`src/hdl/ngs_pkg.sv`:
```
// Shared constants and word types for the next greater element finder.
package ngs_pkg;

  localparam int VALUE_WIDTH       = 32;
  localparam int STACK_DEPTH_DEF   = 64;

  typedef struct packed {
    logic signed [VALUE_WIDTH-1:0] value;
    logic                          end_of_array;
  } in_word_t;

  typedef struct packed {
    logic signed [VALUE_WIDTH-1:0] element;
    logic signed [VALUE_WIDTH-1:0] successor;
    logic                          last_of_run;
    logic                          overflow;
  } out_word_t;

endpackage

```
`src/hdl/ngs_stack_mem.sv`:
```
// Single-port-write, single-port-read stack memory with a registered read.
module ngs_stack_mem
  import ngs_pkg::*;
#(
  parameter int STACK_DEPTH = STACK_DEPTH_DEF
) (
  input  logic                               clk,
  input  logic                               wr_en,
  input  logic [$clog2(STACK_DEPTH)-1:0]     wr_addr,
  input  logic signed [VALUE_WIDTH-1:0]      wr_data,
  input  logic                               rd_en,
  input  logic [$clog2(STACK_DEPTH)-1:0]     rd_addr,
  output logic signed [VALUE_WIDTH-1:0]      rd_data
);

  logic signed [VALUE_WIDTH-1:0] mem [STACK_DEPTH];
  logic signed [VALUE_WIDTH-1:0] rd_data_r;

  always_ff @(posedge clk) begin
    if (wr_en) begin
      mem[wr_addr] <= wr_data;
    end
  end

  always_ff @(posedge clk) begin
    if (rd_en) begin
      rd_data_r <= mem[rd_addr];
    end
  end

  assign rd_data = rd_data_r;

endmodule

```
`src/hdl/next_greater_element_stack.sv`:
```
// Next greater element finder: a strictly decreasing stack held in a memory.
//
// Each accepted word is compared with the values still waiting for a greater
// successor; every smaller one is popped and reported as a pair with the new
// value, an equal top is merged silently, and the new value is then pushed
// (the word marked end_of_array is not pushed and empties the stack instead).
// The stack lives in a synchronous memory organised as a ring, with a copy of
// its top kept in a register, so a push onto a full stack overwrites the
// oldest entry in place and sets the sticky overflow flag. An item passes
// through accept and compare, and each pop that leaves a value on the stack
// adds a fill step, as the new top must come back through the memory's
// registered read. A pop that empties the stack needs none. Stalls on the
// result channel add to this. No clearing pass is needed after reset.
module next_greater_element_stack
  import ngs_pkg::*;
#(
  parameter int STACK_DEPTH = STACK_DEPTH_DEF
) (
  input  logic      clk,
  input  logic      rst_n,
  input  logic      in_valid,
  output logic      in_ready,
  input  in_word_t  in_data,
  output logic      out_valid,
  input  logic      out_ready,
  output out_word_t out_data
);

  localparam int ADDR_W = $clog2(STACK_DEPTH);
  localparam int CNT_W  = $clog2(STACK_DEPTH + 1);
  localparam int SUM_W  = CNT_W + 1;

  localparam logic [1:0] S_IDLE = 2'd0;
  localparam logic [1:0] S_CMP  = 2'd1;
  localparam logic [1:0] S_FILL = 2'd2;

  logic [1:0]                    state_r, state_nxt;
  logic [CNT_W-1:0]              cnt_r, cnt_nxt;
  logic [ADDR_W-1:0]             base_r, base_nxt;
  logic                          ovf_r, ovf_nxt;
  logic                          hold_valid_r, hold_valid_nxt;
  logic                          out_valid_r, out_valid_nxt;
  logic signed [VALUE_WIDTH-1:0] top_r, top_nxt;
  logic signed [VALUE_WIDTH-1:0] val_r, val_nxt;
  logic                          last_r, last_nxt;
  logic signed [VALUE_WIDTH-1:0] hold_r, hold_nxt;
  out_word_t                     out_r, out_nxt;

  logic                          mem_wr_en;
  logic [ADDR_W-1:0]             mem_wr_addr;
  logic                          mem_rd_en;
  logic [ADDR_W-1:0]             mem_rd_addr;
  logic signed [VALUE_WIDTH-1:0] mem_rd_data;

  logic              out_free;
  logic              top_lt;
  logic              top_eq;
  logic              full;
  logic [SUM_W-1:0]  wr_sum;
  logic [SUM_W-1:0]  rd_sum;
  logic [ADDR_W-1:0] base_inc;

  ngs_stack_mem #(
    .STACK_DEPTH(STACK_DEPTH)
  ) u_mem (
    .clk     (clk),
    .wr_en   (mem_wr_en),
    .wr_addr (mem_wr_addr),
    .wr_data (val_r),
    .rd_en   (mem_rd_en),
    .rd_addr (mem_rd_addr),
    .rd_data (mem_rd_data)
  );

  assign out_free = !out_valid_r || out_ready;
  assign top_lt   = (cnt_r != '0) && (top_r < val_r);
  assign top_eq   = (cnt_r != '0) && (top_r == val_r);
  assign full     = (cnt_r == CNT_W'(STACK_DEPTH));

  // Ring addressing: entry i of the stack lives at (base + i) mod depth.
  // Both sums stay below twice the depth whenever they are used, so one subtract wraps them.
  assign wr_sum      = SUM_W'(base_r) + SUM_W'(cnt_r);
  assign rd_sum      = SUM_W'(base_r) + SUM_W'(cnt_r) - SUM_W'(2);
  assign mem_wr_addr = (wr_sum >= SUM_W'(STACK_DEPTH)) ?
                       ADDR_W'(wr_sum - SUM_W'(STACK_DEPTH)) : ADDR_W'(wr_sum);
  assign mem_rd_addr = (rd_sum >= SUM_W'(STACK_DEPTH)) ?
                       ADDR_W'(rd_sum - SUM_W'(STACK_DEPTH)) : ADDR_W'(rd_sum);
  assign base_inc    = (base_r == ADDR_W'(STACK_DEPTH - 1)) ? '0 : base_r + 1'b1;

  always_comb begin
    state_nxt      = state_r;
    cnt_nxt        = cnt_r;
    base_nxt       = base_r;
    ovf_nxt        = ovf_r;
    hold_valid_nxt = hold_valid_r;
    out_valid_nxt  = out_valid_r && !out_ready;
    top_nxt        = top_r;
    val_nxt        = val_r;
    last_nxt       = last_r;
    hold_nxt       = hold_r;
    out_nxt        = out_r;
    mem_wr_en      = 1'b0;
    mem_rd_en      = 1'b0;
    in_ready       = 1'b0;

    case (state_r)
      S_IDLE: begin
        in_ready = 1'b1;
        if (in_valid) begin
          val_nxt   = in_data.value;
          last_nxt  = in_data.end_of_array;
          state_nxt = S_CMP;
        end
      end
      S_CMP: begin
        // A popped value waits in the hold register until we know whether
        // it was the last pair of this word.
        if (!hold_valid_r || out_free) begin
          if (hold_valid_r) begin
            out_valid_nxt            = 1'b1;
            out_nxt.element          = hold_r;
            out_nxt.successor        = val_r;
            out_nxt.last_of_run      = !top_lt;
            out_nxt.overflow         = ovf_r;
          end
          if (top_lt) begin
            hold_nxt       = top_r;
            hold_valid_nxt = 1'b1;
            cnt_nxt        = cnt_r - 1'b1;
            if (cnt_r >= CNT_W'(2)) begin
              mem_rd_en = 1'b1;
              state_nxt = S_FILL;
            end
          end else begin
            hold_valid_nxt = 1'b0;
            state_nxt      = S_IDLE;
            if (last_r) begin
              cnt_nxt = '0;
            end else if (!top_eq) begin
              // An equal top would be popped and pushed again unchanged.
              mem_wr_en = 1'b1;
              top_nxt   = val_r;
              if (full) begin
                base_nxt = base_inc;
                ovf_nxt  = 1'b1;
              end else begin
                cnt_nxt = cnt_r + 1'b1;
              end
            end
          end
        end
      end
      S_FILL: begin
        top_nxt   = mem_rd_data;
        state_nxt = S_CMP;
      end
      default: begin
        state_nxt = S_IDLE;
      end
    endcase
  end

  always_ff @(posedge clk) begin
    if (!rst_n) begin
      state_r      <= S_IDLE;
      cnt_r        <= '0;
      base_r       <= '0;
      ovf_r        <= 1'b0;
      hold_valid_r <= 1'b0;
      out_valid_r  <= 1'b0;
    end else begin
      state_r      <= state_nxt;
      cnt_r        <= cnt_nxt;
      base_r       <= base_nxt;
      ovf_r        <= ovf_nxt;
      hold_valid_r <= hold_valid_nxt;
      out_valid_r  <= out_valid_nxt;
    end
  end

  always_ff @(posedge clk) begin
    top_r  <= top_nxt;
    val_r  <= val_nxt;
    last_r <= last_nxt;
    hold_r <= hold_nxt;
    out_r  <= out_nxt;
  end

  assign out_valid = out_valid_r;
  assign out_data  = out_r;

`ifndef SYNTHESIS
  a_cnt_bound: assert property (@(posedge clk) disable iff (!rst_n)
    cnt_r <= CNT_W'(STACK_DEPTH))
    else $error("stack count exceeds the depth");

  a_base_bound: assert property (@(posedge clk) disable iff (!rst_n)
    base_r <= ADDR_W'(STACK_DEPTH - 1))
    else $error("ring base out of range");

  a_idle_no_hold: assert property (@(posedge clk) disable iff (!rst_n)
    state_r == S_IDLE |-> !hold_valid_r)
    else $error("popped value left behind at the end of a word");

  a_ovf_sticky: assert property (@(posedge clk) disable iff (!rst_n)
    ovf_r |=> ovf_r)
    else $error("overflow flag cleared without reset");

  a_fill_after_read: assert property (@(posedge clk) disable iff (!rst_n)
    state_r == S_FILL |-> $past(mem_rd_en))
    else $error("top refresh without a memory read");
`endif

endmodule
```
`config.mk`:
```
export PLATFORM = sky130hd
export DESIGN_NAME = next_greater_element_stack
export DESIGN_NICKNAME = d
export VERILOG_FILES = /design/src/hdl/ngs_pkg.sv /design/src/hdl/ngs_stack_mem.sv /design/src/hdl/next_greater_element_stack.sv
export SDC_FILE = /design/constraint.sdc
export NUM_CORES = 2
export LEC_CHECK = 0
export ABC_AREA = 1
export BUFFER_PORTS_ARGS = -buffer_cell sky130_fd_sc_hd__buf_2
export CORE_MARGIN = 10
export CORE_UTILIZATION = 30
export CTS_CLUSTER_DIAMETER = 50
export DETAILED_ROUTE_END_ITERATION = 8
export PLACE_DENSITY = 0.54
export REMOVE_ABC_BUFFERS = 1
export SETUP_SLACK_MARGIN = 0.1
export SLEW_MARGIN = 25
export SYNTH_ARGS = -nofsm -noshare
export SYNTH_HDL_FRONTEND = slang
export SYNTH_HIERARCHICAL = 1
export SYNTH_SLANG_ARGS = --single-unit
```
`constraint.sdc`:
```
create_clock -name clk -period 12.5 [get_ports clk]
set_input_delay 3.75 -clock clk [delete_from_list [all_inputs] [get_ports clk]]
set_output_delay 3.75 -clock clk [all_outputs]
set_load 0.1 [all_outputs]
```
**Word level (Yosys, flattened, before mapping)**

Memory sizes are Yosys's and may differ from the RTL's. A register that Yosys moved wholly into a read port is not among the register bits.
Cells that the tools add are included.

- Input bits: 37
- Memories kept: 1
- Register bits after elaboration: 181
- Memory bits (writable): 2,048
- Output and inout bits: 68

- Order comparisons: 4
- Equal/unequal tests: 13
- Multiplexer cells: 33
- Bitwise gates (word level): 3
- Reduce and logical (&&, ||, !) cells: 20
- Add/subtract/negate cells: 7

Memories:

| memory | depth | width | read ports | clocked after Yosys merged registers in | wr ports | line | source |
|---|---|---|---|---|---|---|---|
| u_mem.mem | 64 | 32 | 1 | 1 | 1 | ngs_stack_mem.sv:16 | `logic signed [VALUE_WIDTH-1:0] mem [STACK_DEPTH];` |

Operators with widths:

| operator | number |
|---|---|
| 32-bit 2-to-1 mux | 4 |
| 32-bit one-hot mux with 2 select lines | 1 |
| 32-bit equality test | 1 |
| 32-bit < comparator | 1 |
| 7-bit 2-to-1 mux | 4 |
| 6-bit 2-to-1 mux | 3 |
| 8-bit by 7-bit greater-or-equal comparator with 1-bit output (second input constant) | 2 |
| 1-bit 2-to-1 mux | 16 |
| 6-bit by 1-bit subtractor with 6-bit output (second input constant) | 2 |
| 2-bit inequality test (second input constant) | 5 |
| 3-bit inequality test (second input constant) | 3 |
| 3-bit AND reduction | 3 |
| 6-bit by 7-bit adder with 8-bit output | 1 |
| 2-bit 2-to-1 mux | 4 |
| 8-bit by 2-bit subtractor with 8-bit output (second input constant) | 1 |
| 7-bit by 1-bit adder with 7-bit output (second input constant) | 1 |
| 7-bit equality test (second input constant) | 1 |
| 7-bit by 2-bit greater-or-equal comparator with 1-bit output (second input constant) | 1 |
| 7-bit nonzero test | 1 |
| 7-bit by 1-bit subtractor with 7-bit output (second input constant) | 1 |
| 6-bit by 1-bit adder with 6-bit output (second input constant) | 1 |
| 6-bit equality test (second input constant) | 1 |
| 2-bit one-hot mux with 3 select lines | 1 |
| 6-bit AND reduction | 1 |
| other kinds (11) | 20 |

**Logic depth before layout (Yosys ltp)**

- Depth in word-level cells: 9
- Gate-level depth with buffers: 21

**Modules after synthesis**

Netlist, hierarchy kept.

Modules (own cells, without submodules):

| module | cells each | instances | area an instance (um2) |
|---|---|---|---|
| ngs_stack_mem | 6,769 | 1 | 83,058.4 |
| next_greater_element_stack | 603 | 1 | 7,582.3 |

**Worst setup path after synthesis**

OpenSTA, ideal clock, no wires.

- Path type: input to register
- Start point: input out_ready
- End point: memory u_mem.mem[48][0], enable pin
- Stages: 5
- Required time: 11.997 ns
- Setup slack: 4.403 ns
- Library setup time: 0.503 ns
- Data arrival time: 7.594 ns
- Buffers on the path: 1
- Cells stage by stage: nor2_1 > a21oi_1 > clkbuf_1 > nand4_1 > nor4_1

- Cells in the longest elaborated chain, start to end: 6

Ends and longest elaborated chain:

| item | line | source |
|---|---|---|
| start: declaration | next_greater_element_stack.sv:25 | `input logic out_ready,` |
| 1-bit logical OR | next_greater_element_stack.sv:75 | `assign out_free = !out_valid_r \|\| out_ready;` |
| 1-bit logical OR | next_greater_element_stack.sv:118 | `if (!hold_valid_r \|\| out_free) begin` |
| 1-bit 2-to-1 mux | next_greater_element_stack.sv:118 |  |
| 1-bit 2-to-1 mux | next_greater_element_stack.sv:106 | `case (state_r)` |
| named net mem_wr_en | next_greater_element_stack.sv:49 | `logic mem_wr_en;` |
| 1-bit 2-to-1 mux | ngs_stack_mem.sv:20 | `if (wr_en) begin` |
| 1-bit 2-to-1 mux (implied by the code) | ngs_stack_mem.sv:21 | `mem[wr_addr] <= wr_data;` |
| end: declaration | ngs_stack_mem.sv:16 |  |

The timed path passes the listed nets, and every way through them passes these cells.

**Worst setup path in the final report**

- Start point: input out_ready
- End point: memory u_mem.mem[21][3], enable pin

Same word-level chain as after synthesis.

==> results.md <==
* Crit start category: primary input
* Pwr Total at about 20 mW
* Slew @ Worst Pin at around 1200 ps
* Final period utilization at between 50% and 60%
* Tmin final at roughly 6400 ps
* Min-Delay Path Class: flop to flop
* Mapped Cells at 7372
* GP Congestion at about 0.90
* Clock Root Buffer: clkbuf_16
* CTS Buffer Depth at 4
* Max-Cap Viols at 0
* Seq/Total Area, Yosys at between 70% and 80%
* Die Y at 570 um
* Clock Skews at ~70 ps
* Post-synth EDFFs at between 2k and 2.5k
* WL/cell at ~24 um
* First-pass GRT wire length at around 400000 um
* CP required at approximately 13000 ps
* Port Buffers at roughly 100
* Syn Area/Cell at between 10 and 15 um^2
* Area after DPL at 0.0957 mm^2
* Max Fclk at about 0.16 GHz
* Core area at approximately 0.3 mm^2
* Total global routing track utilization at around 17%
* TritonCTS Sinks at around 2.3k
* Clk Latency, worst-skew pair at 950 ps
* Peak VDD IR at between 100 and 150 uV
* Remaining antenna violation count after routing at 0
* Drt total wl at around 280000 um
* R2R setup slack at about 6500 ps
* Leak Pwr at about 37 nW
* Final nets at roughly 7.6k
* CP Capture Type: flop
* Most frequent cells in the layout: 2329 x nand2_1, 2243 x edfxtp_1, 1926 x nand3_1, 300 x clkbuf_16, 113 x buf_4
* Yosys warning count at 6
* Synth top area share at 74.3%
* FFs w/ async S/R, synth at 0%
* Global route overflow at 0
* Main area contributors after synthesis: edfxtp_1 74%, nand3_1 11%, nand2_1 9.6%, buf_2 1.6%, ha_1 0.58%
* Via count at around 60k
* Clk slew on worst S/H paths at 60 ps
* Largest net degree at the start of global routing at approximately 200
* #FFs+latches synth at 2261
* RSZ-0062 raised after global routing: false
* Fin. Hold Viols at 0
* Die span in x at between 500 and 600 um
* TNS Setup at 0 ps
* Final WS setup at roughly 6100 ps
* Cts repair resizes at 0
* Critical Path Fanout Max at 32
* Final Max Tran Viols at 0
* Post-CTS Setup Repair Bufs at 0
* Post-synth top flop: edfxtp_1
* Non-filler cells in the finished layout at between 10k and 15k
* DRT Pass-1 Iters at 8
* Yosys cell types at 42
* Number of global-route vias before repair at between 50k and 60k
* CTS tree: done
* Initial antenna violation count at 27
* Site row count at roughly 200
* Most common cell after layout, fill and taps aside: nand2_1
* Slew HR at approximately a fifth
* Hold-fix buffers, CTS at 0
* # H-tree levels at 5
* Die area at roughly 0.32 mm^2
* Ports at around 110
* Filler cells at a little under 30k
* Placed cell count at ~11k
* Iter 0 DRT Violations at 7207
* DP Wirelength at roughly 170000 um
* Share of layout cells above drive strength 1 at approximately a tenth
* Area of the mapped netlist at 0.0906 mm^2
* Setup violations, final at 0
* Residual DRC count at 0
* Cell accounting for the most synthesized area: edfxtp_1
* Design Area, Final at 0.106 mm^2
* Power per cell area at slightly below 200 mW/mm^2
* Area grow syn2layout at 16.9%
* Initial core utilization at a little under a third
* Number of buffers created by CTS at around 300
* Vias per std cell at slightly above 5
* Status: completed
* Crit Path Class: primary input to flop
* Place WS at between 5000 and 6000 ps
* Critical path arrival at roughly 7000 ps
[report_power, final]
part           internal (mW)  switching (mW)  total [mW]  leakage, nW
Sequential              8.52          0.0574        8.58         20.3
Combinational          0.771            2.93        3.70         11.9
Clock                   4.93            3.17        8.10         4.49
Total                   14.2            6.15        20.4         36.8
[final timing paths]
kind              depth (start not counted)       from               end
hold reg to reg                           0  top_r[28]        hold_r[28]
setup / recovery                          6  out_ready  u_mem/mem[21][3]
setup reg to reg                         18  val_r[14]  u_mem/mem[21][3]
hold / removal                            0  top_r[28]        hold_r[28]
[worst max-delay path, cell delays in order]
cell and delay, ps:
buf_2 80, nor2_1 210, a21oi_1 720, nand4_1 840, buf_4 510, nor2_4 770
[area by class of cell]
| type | count | area (um^2) | share of cell area [%] |
|---|---|---|---|
| clock inverters | 149 | 1570 | 1.48 |
| well taps | 3958 | 4950 | 4.67 |
| diodes | 13 | 32.5 | 0.0307 |
| repair buffers | 274 | 2690 | 2.54 |
| inverters | 87 | 378 | 0.357 |
| flip-flops and latches | 2261 | 67700 | 63.9 |
| multi-input cells | 4563 | 20900 | 19.7 |
| clock buffers | 358 | 7730 | 7.30 |
[sequential cells by signal (all words and copies together), names as in the netlist]
signal,count
base_r,6
cnt_r,7
hold_r,32
hold_valid_r,1
last_r,1
out_data,66
out_valid,1
ovf_r,1
state_r,2
top_r,32
u_mem/mem,2048
u_mem/rd_data,32
val_r,32
[routing by layer]
metal	vias up	share of wire [%]	global-route usage, %
met2	2697	43	24.3
met3	458	9.5	3.51
li1	26500	-	-
met1	29200	43	24.3
met5	-	0.032	0
met4	14	3.7	5.73
[cells by family (layout without fill, tap and decap cells)]
| family | Yosys count | in the layout | synth area share (%) |
|---|---|---|---|
| adder cells (fa/ha/maj) | 43 | 43 | 0.602 |
| flip-flops | 2261 | 2261 | 74.7 |
| XOR/XNOR | 18 | 18 | 0.174 |
| buffers and inverters | 548 | 868 | 2.92 |
| multiplexers | 1 | 1 | 0.0124 |
| AND/OR/NAND/NOR | 4432 | 4432 | 21.2 |
| AO/OA/AOI/OAI | 69 | 69 | 0.400 |
| other | 0 | 13 | 0 |
[synth_stat cells (2+ instances only)]
cell      count
xor2_1       16
nand3_1    1927
o21ai_0       4
nor4_1        9
dfxtp_1      18
nand4_1      13
inv_1        83
buf_2       282
buf_6         5
buf_1        40
buf_4        45
nand3_4       2
clkbuf_1     86
nor2_1      132
nand2_1    2330
edfxtp_1   2243
nor3b_1       2
ha_1         42
a21oi_1      58
inv_2         2
o21ai_1       2
xnor2_1       2
buf_8         2
nand3_2       2
nor3_1        7
a21o_1        2
[through the flow]
stage	hold slack (ps)	utilization, %
floorplan	400	-
global placement	438	31.8
detailed placement	444	31.9
CTS	455	35.0
global route	463	35.3
finish	457	35.3
(Power assumes the default switching activity.)
